[config.mk]
export PLATFORM = sky130hd
export DESIGN_NAME = weighted_color_cast_correction_flat
export DESIGN_NICKNAME = d
export VERILOG_FILES = /design/src/sv/wcc_pkg.sv /design/src/sv/wcc_if.sv /design/src/sv/weighted_color_cast_correction.sv /design/src/sv/wcc_channel.sv /design/src/flat_wrapper.sv
export SDC_FILE = /design/constraint.sdc
export NUM_CORES = 2
export LEC_CHECK = 0
export BUFFER_PORTS_ARGS = -buffer_cell sky130_fd_sc_hd__buf_2
export CAP_MARGIN = 5
export CORE_UTILIZATION = 38
export DETAILED_ROUTE_END_ITERATION = 6
export GPL_TIMING_DRIVEN = 1
export PLACE_DENSITY = 0.51
export SLEW_MARGIN = 20
export SYNTH_ARGS = -nofsm -noshare
export SYNTH_HDL_FRONTEND = slang
export SYNTH_HIERARCHICAL = 1
export SYNTH_SLANG_ARGS = --single-unit
[constraint.sdc]
create_clock -name clk -period 12.8 [get_ports clk]
set_input_delay 0.64 -clock clk [delete_from_list [all_inputs] [get_ports clk]]
set_output_delay 0.64 -clock clk [all_outputs]
set_load 0.005 [all_outputs]
[src/sv/wcc_pkg.sv]
// ----------------------------------------------------------------------------
// wcc_pkg
// Shared types and constants of the weighted color cast correction pipeline.
// ----------------------------------------------------------------------------
package wcc_pkg;

	localparam int CHANNEL_BITS    = 8;
	localparam int NUM_CHANNELS    = 3;
	localparam int Q_BITS          = 16;
	localparam int DIV_STAGES      = 4;
	localparam int STEPS_PER_STAGE = Q_BITS / DIV_STAGES;
	localparam int NUM_STAGES      = DIV_STAGES + 4;
	localparam int W_BITS          = Q_BITS + 1;
	localparam int C_BITS          = CHANNEL_BITS + 1;
	localparam int PROD_BITS       = C_BITS + W_BITS + 1;
	localparam int V_BITS          = CHANNEL_BITS + Q_BITS + 4;
	localparam int CFG_INDEX_BITS  = 3;

	typedef logic [CHANNEL_BITS-1:0] chan_t;
	typedef logic [W_BITS-1:0]       weight_t;
	typedef logic [Q_BITS-1:0]       quo_t;
	typedef logic [NUM_STAGES-1:0]   stage_en_t;

	localparam chan_t   CHAN_MAX = chan_t'((1 << CHANNEL_BITS) - 1);
	localparam weight_t W_ONE    = weight_t'(1 << Q_BITS);

	typedef enum logic [CFG_INDEX_BITS-1:0] {
		REG_SAMPLE_BLUE  = 3'd0,
		REG_SAMPLE_GREEN = 3'd1,
		REG_SAMPLE_RED   = 3'd2,
		REG_TARGET_BLUE  = 3'd3,
		REG_TARGET_GREEN = 3'd4,
		REG_TARGET_RED   = 3'd5
	} reg_index_t;

	// per-channel context carried along the divider stages
	typedef struct packed {
		chan_t             pix;
		chan_t             den;
		logic              eq;
		logic              full;
		logic signed [C_BITS-1:0] corr;
	} chan_ctx_t;

endpackage

[src/sv/wcc_if.sv]
// ----------------------------------------------------------------------------
// wcc interfaces
// Pixel input, pixel output and configuration write channels.
// ----------------------------------------------------------------------------
interface wcc_pix_in_if
	import wcc_pkg::*;
	();
	logic  valid;
	logic  ready;
	chan_t blue_in;
	chan_t green_in;
	chan_t red_in;

	modport source (output valid, blue_in, green_in, red_in, input ready);
	modport sink   (input valid, blue_in, green_in, red_in, output ready);
endinterface

interface wcc_pix_out_if
	import wcc_pkg::*;
	();
	logic  valid;
	logic  ready;
	chan_t blue_out;
	chan_t green_out;
	chan_t red_out;

	modport source (output valid, blue_out, green_out, red_out, input ready);
	modport sink   (input valid, blue_out, green_out, red_out, output ready);
endinterface

interface wcc_cfg_if
	import wcc_pkg::*;
	();
	logic                      valid;
	logic                      ready;
	logic [CFG_INDEX_BITS-1:0] index;
	chan_t                     data;

	modport source (output valid, index, data, input ready);
	modport sink   (input valid, index, data, output ready);
endinterface

[src/sv/weighted_color_cast_correction.sv]
// ----------------------------------------------------------------------------
// weighted_color_cast_correction
// Pulls each BGR channel toward its target level with a weight that falls
// off linearly away from the reference white sample.
// ----------------------------------------------------------------------------
// path: distance, divider, weight, product and saturation stages to output
// throughput: one pixel per cycle unless pix_out.ready stalls; the 16-bit
//   quotient is split over four divider stages of four bits each
// reset: pipeline valid bits clear, all sample and target levels go to 255
// ----------------------------------------------------------------------------
module weighted_color_cast_correction
	import wcc_pkg::*;
(
	input  logic          clk,
	input  logic          arst_n,
	wcc_pix_in_if.sink    pix_in,
	wcc_pix_out_if.source pix_out,
	wcc_cfg_if.sink       cfg
);

	chan_t     sample_q [NUM_CHANNELS];
	chan_t     target_q [NUM_CHANNELS];
	stage_en_t vld_q;
	stage_en_t en;
	chan_t     pix_in_ch  [NUM_CHANNELS];
	chan_t     pix_out_ch [NUM_CHANNELS];

	assign cfg.ready = 1'b1;

	always_ff @(posedge clk or negedge arst_n) begin
		if (!arst_n) begin
			for (int i = 0; i < NUM_CHANNELS; i++) begin
				sample_q[i] <= CHAN_MAX;
				target_q[i] <= CHAN_MAX;
			end
		end else if (cfg.valid) begin
			case (cfg.index)
				REG_SAMPLE_BLUE:  sample_q[0] <= cfg.data;
				REG_SAMPLE_GREEN: sample_q[1] <= cfg.data;
				REG_SAMPLE_RED:   sample_q[2] <= cfg.data;
				REG_TARGET_BLUE:  target_q[0] <= cfg.data;
				REG_TARGET_GREEN: target_q[1] <= cfg.data;
				REG_TARGET_RED:   target_q[2] <= cfg.data;
				default: ;
			endcase
		end
	end

	// a stage loads when empty or when its contents move on
	always_comb begin
		en[NUM_STAGES-1] = !vld_q[NUM_STAGES-1] || pix_out.ready;
		for (int k = NUM_STAGES - 2; k >= 0; k--) begin
			en[k] = !vld_q[k] || en[k+1];
		end
	end

	always_ff @(posedge clk or negedge arst_n) begin
		if (!arst_n) begin
			vld_q <= '0;
		end else begin
			if (en[0]) begin
				vld_q[0] <= pix_in.valid;
			end
			for (int k = 1; k < NUM_STAGES; k++) begin
				if (en[k]) begin
					vld_q[k] <= vld_q[k-1];
				end
			end
		end
	end

	assign pix_in.ready = en[0];

	assign pix_in_ch[0] = pix_in.blue_in;
	assign pix_in_ch[1] = pix_in.green_in;
	assign pix_in_ch[2] = pix_in.red_in;

	for (genvar i = 0; i < NUM_CHANNELS; i++) begin : g_chan
		wcc_channel u_chan (
			.clk    (clk),
			.en     (en),
			.pix    (pix_in_ch[i]),
			.sample (sample_q[i]),
			.target (target_q[i]),
			.result (pix_out_ch[i])
		);
	end

	assign pix_out.valid     = vld_q[NUM_STAGES-1];
	assign pix_out.blue_out  = pix_out_ch[0];
	assign pix_out.green_out = pix_out_ch[1];
	assign pix_out.red_out   = pix_out_ch[2];

endmodule

[src/sv/wcc_channel.sv]
// ----------------------------------------------------------------------------
// wcc_channel
// One color channel: weight by pipelined restoring division, scaled
// correction, truncation and saturation.
// ----------------------------------------------------------------------------
module wcc_channel
	import wcc_pkg::*;
(
	input  logic      clk,
	input  stage_en_t en,
	input  chan_t     pix,
	input  chan_t     sample,
	input  chan_t     target,
	output chan_t     result
);

	chan_ctx_t ctx_s1;
	chan_t     rem_s1;

	chan_ctx_t ctx_div_s [DIV_STAGES];
	chan_t     rem_div_s [DIV_STAGES];
	quo_t      quo_div_s [DIV_STAGES];

	chan_ctx_t ctx_src [DIV_STAGES+1];
	chan_t     rem_src [DIV_STAGES+1];
	quo_t      quo_src [DIV_STAGES+1];

	chan_t                       pix_s6;
	logic signed [C_BITS-1:0]    corr_s6;
	weight_t                     w_s6;
	chan_t                       pix_s7;
	logic signed [PROD_BITS-1:0] prod_s7;
	chan_t                       out_s8;

	// stage 1: distance to sample and divisor
	always_ff @(posedge clk) begin
		if (en[0]) begin
			ctx_s1.pix  <= pix;
			ctx_s1.eq   <= (pix == sample);
			ctx_s1.corr <= signed'({1'b0, sample}) - signed'({1'b0, target});
			if (pix < sample) begin
				rem_s1      <= sample - pix;
				ctx_s1.den  <= sample;
				ctx_s1.full <= (pix == '0);
			end else begin
				rem_s1      <= pix - sample;
				ctx_s1.den  <= CHAN_MAX - sample;
				ctx_s1.full <= (pix == CHAN_MAX);
			end
		end
	end

	assign ctx_src[0] = ctx_s1;
	assign rem_src[0] = rem_s1;
	assign quo_src[0] = '0;

	// stages 2..5: quotient bits of distance * 2^16 / divisor
	for (genvar j = 0; j < DIV_STAGES; j++) begin : g_div
		chan_t rem_nxt;
		quo_t  quo_nxt;

		always_comb begin
			logic [CHANNEL_BITS:0] dbl;
			chan_t                 r;
			quo_t                  q;
			r = rem_src[j];
			q = quo_src[j];
			for (int k = 0; k < STEPS_PER_STAGE; k++) begin
				dbl = {r, 1'b0};
				if (dbl >= {1'b0, ctx_src[j].den}) begin
					r = chan_t'(dbl - {1'b0, ctx_src[j].den});
					q = {q[Q_BITS-2:0], 1'b1};
				end else begin
					r = dbl[CHANNEL_BITS-1:0];
					q = {q[Q_BITS-2:0], 1'b0};
				end
			end
			rem_nxt = r;
			quo_nxt = q;
		end

		always_ff @(posedge clk) begin
			if (en[1+j]) begin
				ctx_div_s[j] <= ctx_src[j];
				rem_div_s[j] <= rem_nxt;
				quo_div_s[j] <= quo_nxt;
			end
		end

		assign ctx_src[j+1] = ctx_div_s[j];
		assign rem_src[j+1] = rem_div_s[j];
		assign quo_src[j+1] = quo_div_s[j];
	end

	// stage 6: weight in q1.16
	always_ff @(posedge clk) begin
		if (en[DIV_STAGES+1]) begin
			pix_s6  <= ctx_src[DIV_STAGES].pix;
			corr_s6 <= ctx_src[DIV_STAGES].corr;
			if (ctx_src[DIV_STAGES].eq) begin
				w_s6 <= W_ONE;
			end else if (ctx_src[DIV_STAGES].full) begin
				w_s6 <= '0;
			end else begin
				w_s6 <= W_ONE - {1'b0, quo_src[DIV_STAGES]};
			end
		end
	end

	// stage 7: correction times weight
	always_ff @(posedge clk) begin
		if (en[DIV_STAGES+2]) begin
			pix_s7  <= pix_s6;
			prod_s7 <= PROD_BITS'(corr_s6) * PROD_BITS'(signed'({1'b0, w_s6}));
		end
	end

	// stage 8: subtract, truncate, saturate
	logic signed [V_BITS-1:0] v;

	assign v = signed'({{(V_BITS-CHANNEL_BITS-Q_BITS){1'b0}}, pix_s7, {Q_BITS{1'b0}}})
		- V_BITS'(prod_s7);

	always_ff @(posedge clk) begin
		if (en[DIV_STAGES+3]) begin
			if (v <= 0) begin
				out_s8 <= '0;
			end else if (|v[V_BITS-1:CHANNEL_BITS+Q_BITS]) begin
				out_s8 <= CHAN_MAX;
			end else begin
				out_s8 <= v[Q_BITS +: CHANNEL_BITS];
			end
		end
	end

	assign result = out_s8;

endmodule
[src/flat_wrapper.sv]
// flat-port wrapper written by rule: the top's interface ports become plain ports
module weighted_color_cast_correction_flat import wcc_pkg::*;
  (clk, arst_n, pix_in_valid, pix_in_blue_in, pix_in_green_in, pix_in_red_in, pix_in_ready, pix_out_valid, pix_out_blue_out, pix_out_green_out, pix_out_red_out, pix_out_ready, cfg_valid, cfg_index, cfg_data, cfg_ready);
  wcc_pix_in_if pix_in_i ();
  wcc_pix_out_if pix_out_i ();
  wcc_cfg_if cfg_i ();
  input  logic clk;
  input  logic arst_n;
  input wire logic [$bits(pix_in_i.valid)-1:0] pix_in_valid;
  input wire logic [$bits(pix_in_i.blue_in)-1:0] pix_in_blue_in;
  input wire logic [$bits(pix_in_i.green_in)-1:0] pix_in_green_in;
  input wire logic [$bits(pix_in_i.red_in)-1:0] pix_in_red_in;
  output wire logic [$bits(pix_in_i.ready)-1:0] pix_in_ready;
  output wire logic [$bits(pix_out_i.valid)-1:0] pix_out_valid;
  output wire logic [$bits(pix_out_i.blue_out)-1:0] pix_out_blue_out;
  output wire logic [$bits(pix_out_i.green_out)-1:0] pix_out_green_out;
  output wire logic [$bits(pix_out_i.red_out)-1:0] pix_out_red_out;
  input wire logic [$bits(pix_out_i.ready)-1:0] pix_out_ready;
  input wire logic [$bits(cfg_i.valid)-1:0] cfg_valid;
  input wire logic [$bits(cfg_i.index)-1:0] cfg_index;
  input wire logic [$bits(cfg_i.data)-1:0] cfg_data;
  output wire logic [$bits(cfg_i.ready)-1:0] cfg_ready;
  assign pix_in_i.valid = pix_in_valid;
  assign pix_in_i.blue_in = pix_in_blue_in;
  assign pix_in_i.green_in = pix_in_green_in;
  assign pix_in_i.red_in = pix_in_red_in;
  assign pix_in_ready = pix_in_i.ready;
  assign pix_out_valid = pix_out_i.valid;
  assign pix_out_blue_out = pix_out_i.blue_out;
  assign pix_out_green_out = pix_out_i.green_out;
  assign pix_out_red_out = pix_out_i.red_out;
  assign pix_out_i.ready = pix_out_ready;
  assign cfg_i.valid = cfg_valid;
  assign cfg_i.index = cfg_index;
  assign cfg_i.data = cfg_data;
  assign cfg_ready = cfg_i.ready;
  weighted_color_cast_correction u_core (.clk(clk), .arst_n(arst_n), .pix_in(pix_in_i), .pix_out(pix_out_i), .cfg(cfg_i));
endmodule
Yosys cells after proc, flatten, opt, wreduce, memory -nomap -nowiden. Memories as Yosys holds them, arrays and structs flattened. Index checks and enable logic that the tools add are counted.

Register bits: 392. Bits in latches: 0. Memory bits (writable): 612. Memory bits (read-only): 0. Bits of input ports: 40. Output and inout port bits: 27. Logic and storage cells: 347. Memories: 9.

Add/subtract/negate cells: 66. $mul: 3. Divide/modulo/power cells: 0. Magnitude comparators: 54. Equal/unequal tests: 11. Shift operators: 0. Multiplexer cells: 119. Bitwise gates (word level): 0. Reductions and logical operators: 32.

Memory list: u_core.g_chan[0].u_chan.ctx_div_s (words 4, width 27, read ports 4, clocked after Yosys merged registers in 0, wr ports 4, line wcc_channel.sv:20) `chan_ctx_t ctx_div_s [DIV_STAGES];`; u_core.g_chan[1].u_chan.ctx_div_s (words 4, width 27, read ports 4, clocked after Yosys merged registers in 0, wr ports 4, line wcc_channel.sv:20); u_core.g_chan[2].u_chan.ctx_div_s (words 4, width 27, read ports 4, clocked after Yosys merged registers in 0, wr ports 4, line wcc_channel.sv:20); u_core.g_chan[0].u_chan.quo_div_s (words 4, width 16, read ports 4, clocked after Yosys merged registers in 0, wr ports 4, line wcc_channel.sv:22) `quo_t quo_div_s [DIV_STAGES];`; u_core.g_chan[1].u_chan.quo_div_s (words 4, width 16, read ports 4, clocked after Yosys merged registers in 0, wr ports 4, line wcc_channel.sv:22); u_core.g_chan[2].u_chan.quo_div_s (words 4, width 16, read ports 4, clocked after Yosys merged registers in 0, wr ports 4, line wcc_channel.sv:22); 3 more memories.

Operators by type and width (number): $mux W8 (57); $ge A9 B8 Y1 (48); $sub A8 B8 Y8 (54); $le A28 B1 Y1 const B (3); $sub A25 B27 Y28 (3); $mul A9 B18 Y27 (3); $mux W1 (59); $mux W17 (3); $sub A17 B16 Y17 const A (3); $sub A8 B8 Y9 (3); $eq A8 B8 Y1 (3); $eq A8 B8 Y1 const B (3); $logic_not A8 Y1 (3); $lt A8 B8 Y1 (3); $sub A8 B8 Y8 const A (3); $reduce_and A2 Y1 (6); $reduce_or A4 Y1 (3); $logic_not A1 Y1 (8); $logic_or A1 B1 Y1 (8); $eq A3 B2 Y1 const B (2); $eq A3 B3 Y1 const B (2); $reduce_or A2 Y1 (3); $eq A3 B1 Y1 const B (1); $logic_not A3 Y1 (1).

Depth between registers and ports, before layout.
Depth in word-level cells: 10. Gate-level depth with buffers: 41. Depth with buffers taken out: 38.

Hierarchy. The synthesis kept the hierarchy.

Modules (own cells, without submodules): wcc_channel (u_core.g_chan[0].u_chan) (instances 1, cells each 1960, area each 21359.2 um^2, seq. area each 8287.9 um^2); wcc_channel (u_core.g_chan[1].u_chan) (instances 1, cells each 1944, area each 21321.7 um^2, seq. area each 8287.9 um^2); wcc_channel (u_core.g_chan[2].u_chan) (instances 1, cells each 1956, area each 21244.1 um^2, seq. area each 8287.9 um^2); weighted_color_cast_correction (instances 1, cells each 136, area each 2230.9 um^2, seq. area each 1461.4 um^2).

Worst setup path before layout. OpenSTA, ideal clock, no wires.

Path kind: flip-flop to flip-flop. From: mem u_core/g_chan[2].u_chan/ctx_div_s[1][12] in the netlist's numbering. To: mem u_core/g_chan[2].u_chan/rem_div_s[2][4] in the netlist's numbering, data pin. Setup time: 0.261 ns. Arrival: 8.166 ns. Required time: 12.539 ns. Slack: 4.374 ns. Stages on the path, launching flop included: 39. Buffers on the path: 3. Clock period less this slack: 8.426 ns. Cells stage by stage: edfxtp_1 > inv_1 > ha_1 > nor2b_1 > o31ai_1 > a31oi_1 > a21oi_1 > clkbuf_1 > o21ai_0 > ha_1 > and4_1 > a41o_1 > or3_1 > o31a_1 > nand3_1 > nand2_1 > mux2_2 > ha_1 > (+3 left out) > a211o_1 > a21o_1 > a41oi_1 > and2_1 > buf_2 > inv_2 > mux2_2 > ha_1 > and3_1 > o21ai_0 > o21ai_0 > o41ai_1 > a21oi_1 > a21o_1 > a21oi_1 > clkbuf_1 > a211oi_1 > a221o_1.

RTL lines: start: declaration (line wcc_channel.sv:20); end: declaration (line wcc_channel.sv:21) `chan_t rem_div_s [DIV_STAGES];`.

==> run metrics <==
outcome finished with violations; violations in the final reports DRC; die height 419.2 um; layout cells sized above 1 9.372%; Inserted Clock Buffers 97; Arrival @ worst endpoint 11.49 ns; top post-synthesis cells by count edfxtp_1, ha_1, inv_1; GR Util All Layers 17.31%; WL/cell 18.02 um; EDFF count, synth 828; delay contributed by the slowest stage of the critical path 0.73 ns; Buffers & Inverters on Critical Path 2; Root Buffer clkbuf_16; initial standard-cell utilization of the core 38.39%; maximum buffer depth of the clock tree 3; startpoint type of the worst setup path flip-flop; kind of end point of the critical path flip-flop; hold bufs inserted after CTS 0; CTS tree done; Ports 67; worst path required time 13.23 ns; worst-case clock skew 0.02342 ns; Mapped Area 66,160 sq um; worst skew pair latency 0.69 ns; flop and latch count out of synthesis 884; crit path kind reg2reg; sequential fraction of the synthesis area 39.79%; Gate Count Post-Synth 5,996; Final GP Congestion 0.8650; flip-flop cell with the highest count after synthesis edfxtp_1; number of global-route vias before repair 43,040; number of nets at the end of the flow 7,062; number of buffer cells added on primary ports 65; number of iterations in the first detailed-routing pass 7; DRC 1; wire length of the first global-routing pass 241.5 mm; Synth warnings 6; dominant cell by count in the synthesized netlist edfxtp_1; setup repair after global routing missed its margin false; routed wire length 151.7 mm; die area 175,800 sq um; cell at the slowest stage of the critical path a21oi_1; number of antenna violations at the first check in global routing 29; delay-heaviest family, CP compound AO/OA/AOI/OAI gates; measured slew at the worst slew-check pin 1.070 ns; standard-cell rows 152; Synth Area per Inst 11.03 sq um; share of synthesized flip-flops with an asynchronous set or reset 6.335%; tightest slew margin relative to the limit 27.87%; Detailed Place HPWL 116.6 mm; Clock transition at path regs 0.06 ns; final setup violating endpoints 0; number of endpoints with negative hold slack in the final report 0; Final ANT Viol Nets 0; biggest area contributors in the synthesized netlist edfxtp_1, ha_1, fa_1, inv_1, mux2_2; most used cell, CP a21oi_1; number of violations of the max-capacitance limit 0; via count of the routed design 43,260; clock period minus worst slack 11.06 ns; Die Width 419.2 um; gr ovfl total 0; fraction of post-synthesis cell area in the top cell type by area 37.58%; leading area contributor after synthesis edfxtp_1; post-CTS sizing 0; synthesized net count 7,032; worst-path fanout max 13; maximum number of pins on one net before global-route repair 74; count of different cell masters after synthesis 123; Syn-to-layout area delta 8.931%; final critical-path share of the clock period 86.44%; post-CTS setup buffer count 0; setup TNS after final layout 0 ns; path class of the lowest-slack min-delay path in2async; number of DRC markers in iteration 0 2,518; number of clock sinks seen by CTS 884; maximum frequency from static timing analysis 90.38 MHz; max-slew violation count 0; H-tree levels 3; via-per-instance ratio 5.139; total core area 172,300 sq um
==> worst register-to-register path, delay by kind of cell, from the launching register on <==
family | cells | cell delay (ns)
mux | 3 | 1.18
simple gates | 7 | 1.63
flops | 1 | 0.41
buf+inv | 2 | 0.40
compound gates | 19 | 5.92
fa+ha+maj | 4 | 1.31
==> registers in the layout, summed over array words and instances (netlist names) <==
register,count
u_core/g_chan.u_chan/ctx_s1,81
u_core/g_chan.u_chan/prod_s7,81
u_core/g_chan.u_chan/result,24
u_core/vld_q,8
u_core/g_chan.u_chan/ctx_div_s,300
u_core/g_chan.u_chan/quo_div_s,120
u_core/g_chan.u_chan/pix_s6,24
u_core/sample_q,24
u_core/g_chan.u_chan/corr_s6,27
u_core/g_chan.u_chan/rem_s1,24
u_core/g_chan.u_chan/w_s6,51
u_core/target_q,24
u_core/g_chan.u_chan/rem_div_s,72
u_core/g_chan.u_chan/pix_s7,24
==> metal layers <==
metal / GRT usage [%] / share of wire, % / routed length [um]
met5: 0 / 0.061 / 92
met1: 25.51 / 51 / 76640
met3: 2.244 / 4.0 / 6057
met2: 26.75 / 44 / 66250
met4: 4.299 / 1.8 / 2691
==> area by class of cell <==
| type | count | area, sq um |
|---|---|---|
| Multi-Input combinational cell | 4363 | 36980 |
| Antenna cell | 6 | 15.01 |
| Clock buffer | 112 | 2494 |
| Clock inverter | 64 | 649.4 |
| Timing Repair Buffer | 81 | 457.9 |
| Fill cell | 16570 | 100200 |
| Inverter | 599 | 2256 |
| Sequential cell | 884 | 26330 |
| Tap cell | 2310 | 2890 |
==> cells by family after synthesis <==
group | synth area share [%]
multiplexers | 4.199
buffers and inverters | 4.384
flip-flops | 39.79
AO/OA/AOI/OAI | 11.56
other | 0.005668
AND/OR/NAND/NOR | 12.30
XOR/XNOR | 5.084
adder cells (fa/ha/maj) | 22.68
==> path summary, 6_finish.rpt <==
path                            slack [ns]  cells past startpoint                                      from                                       to
worst max-delay path                  1.74                     35  u_core/g_chan[2].u_chan/ctx_div_s[1][12]  u_core/g_chan[2].u_chan/rem_div_s[2][2]
worst min-delay path                  0.15                      2                                    arst_n                          u_core/vld_q[0]
worst max register to register        1.74                     35  u_core/g_chan[2].u_chan/ctx_div_s[1][12]  u_core/g_chan[2].u_chan/rem_div_s[2][2]
worst min register to register        0.41                      0   u_core/g_chan[2].u_chan/ctx_div_s[3][0]       u_core/g_chan[2].u_chan/corr_s6[0]
max in group asynchronous            12.12                      2                                    arst_n                          u_core/vld_q[5]
min in group clk                      0.19                      1                        pix_in_green_in[7]       u_core/g_chan[1].u_chan/ctx_s1[26]
==> cell usage in the layout (no fill, tap or decap), drive strengths merged, types with 41 or more instances in the layout <==
cell and instances:
inv 605, xnor2 241, ha 657, mux2i 44, buf 81, nor3 127
clkinv 41, o21ai 215, nand2b 125, clkbuf 112, nor2 371, xor2 143
nand3 53, fa 339, a21oi 287, nor2b 88, o21a 111, a21o 125
mux2 201, nand2 419, and2 187, dfstp 48, edfxtp 828
==> per-stage QoR <==
| stage | util, % | hold WS (ns) | instance area [sq um] | std cells | worst slack, ns |
|---|---|---|---|---|---|
| global route | 41.82 | 0.1653 | 72060 | 8418 | 0.9120 |
| global placement | 39.98 | 0.4005 | 68890 | 8236 | 1.995 |
| CTS | 41.80 | 0.1192 | 72030 | 8412 | 1.813 |
| floorplan | - | 0.3444 | 66160 | 5996 | 4.374 |
| detailed placement | 39.98 | 0.4045 | 68890 | 8236 | 1.836 |
| finish | 41.82 | 0.1525 | 72060 | 8419 | 1.736 |
Power is not shown: default switching activity piles up to over one toggle a cycle in this logic, so the estimate is an artifact.
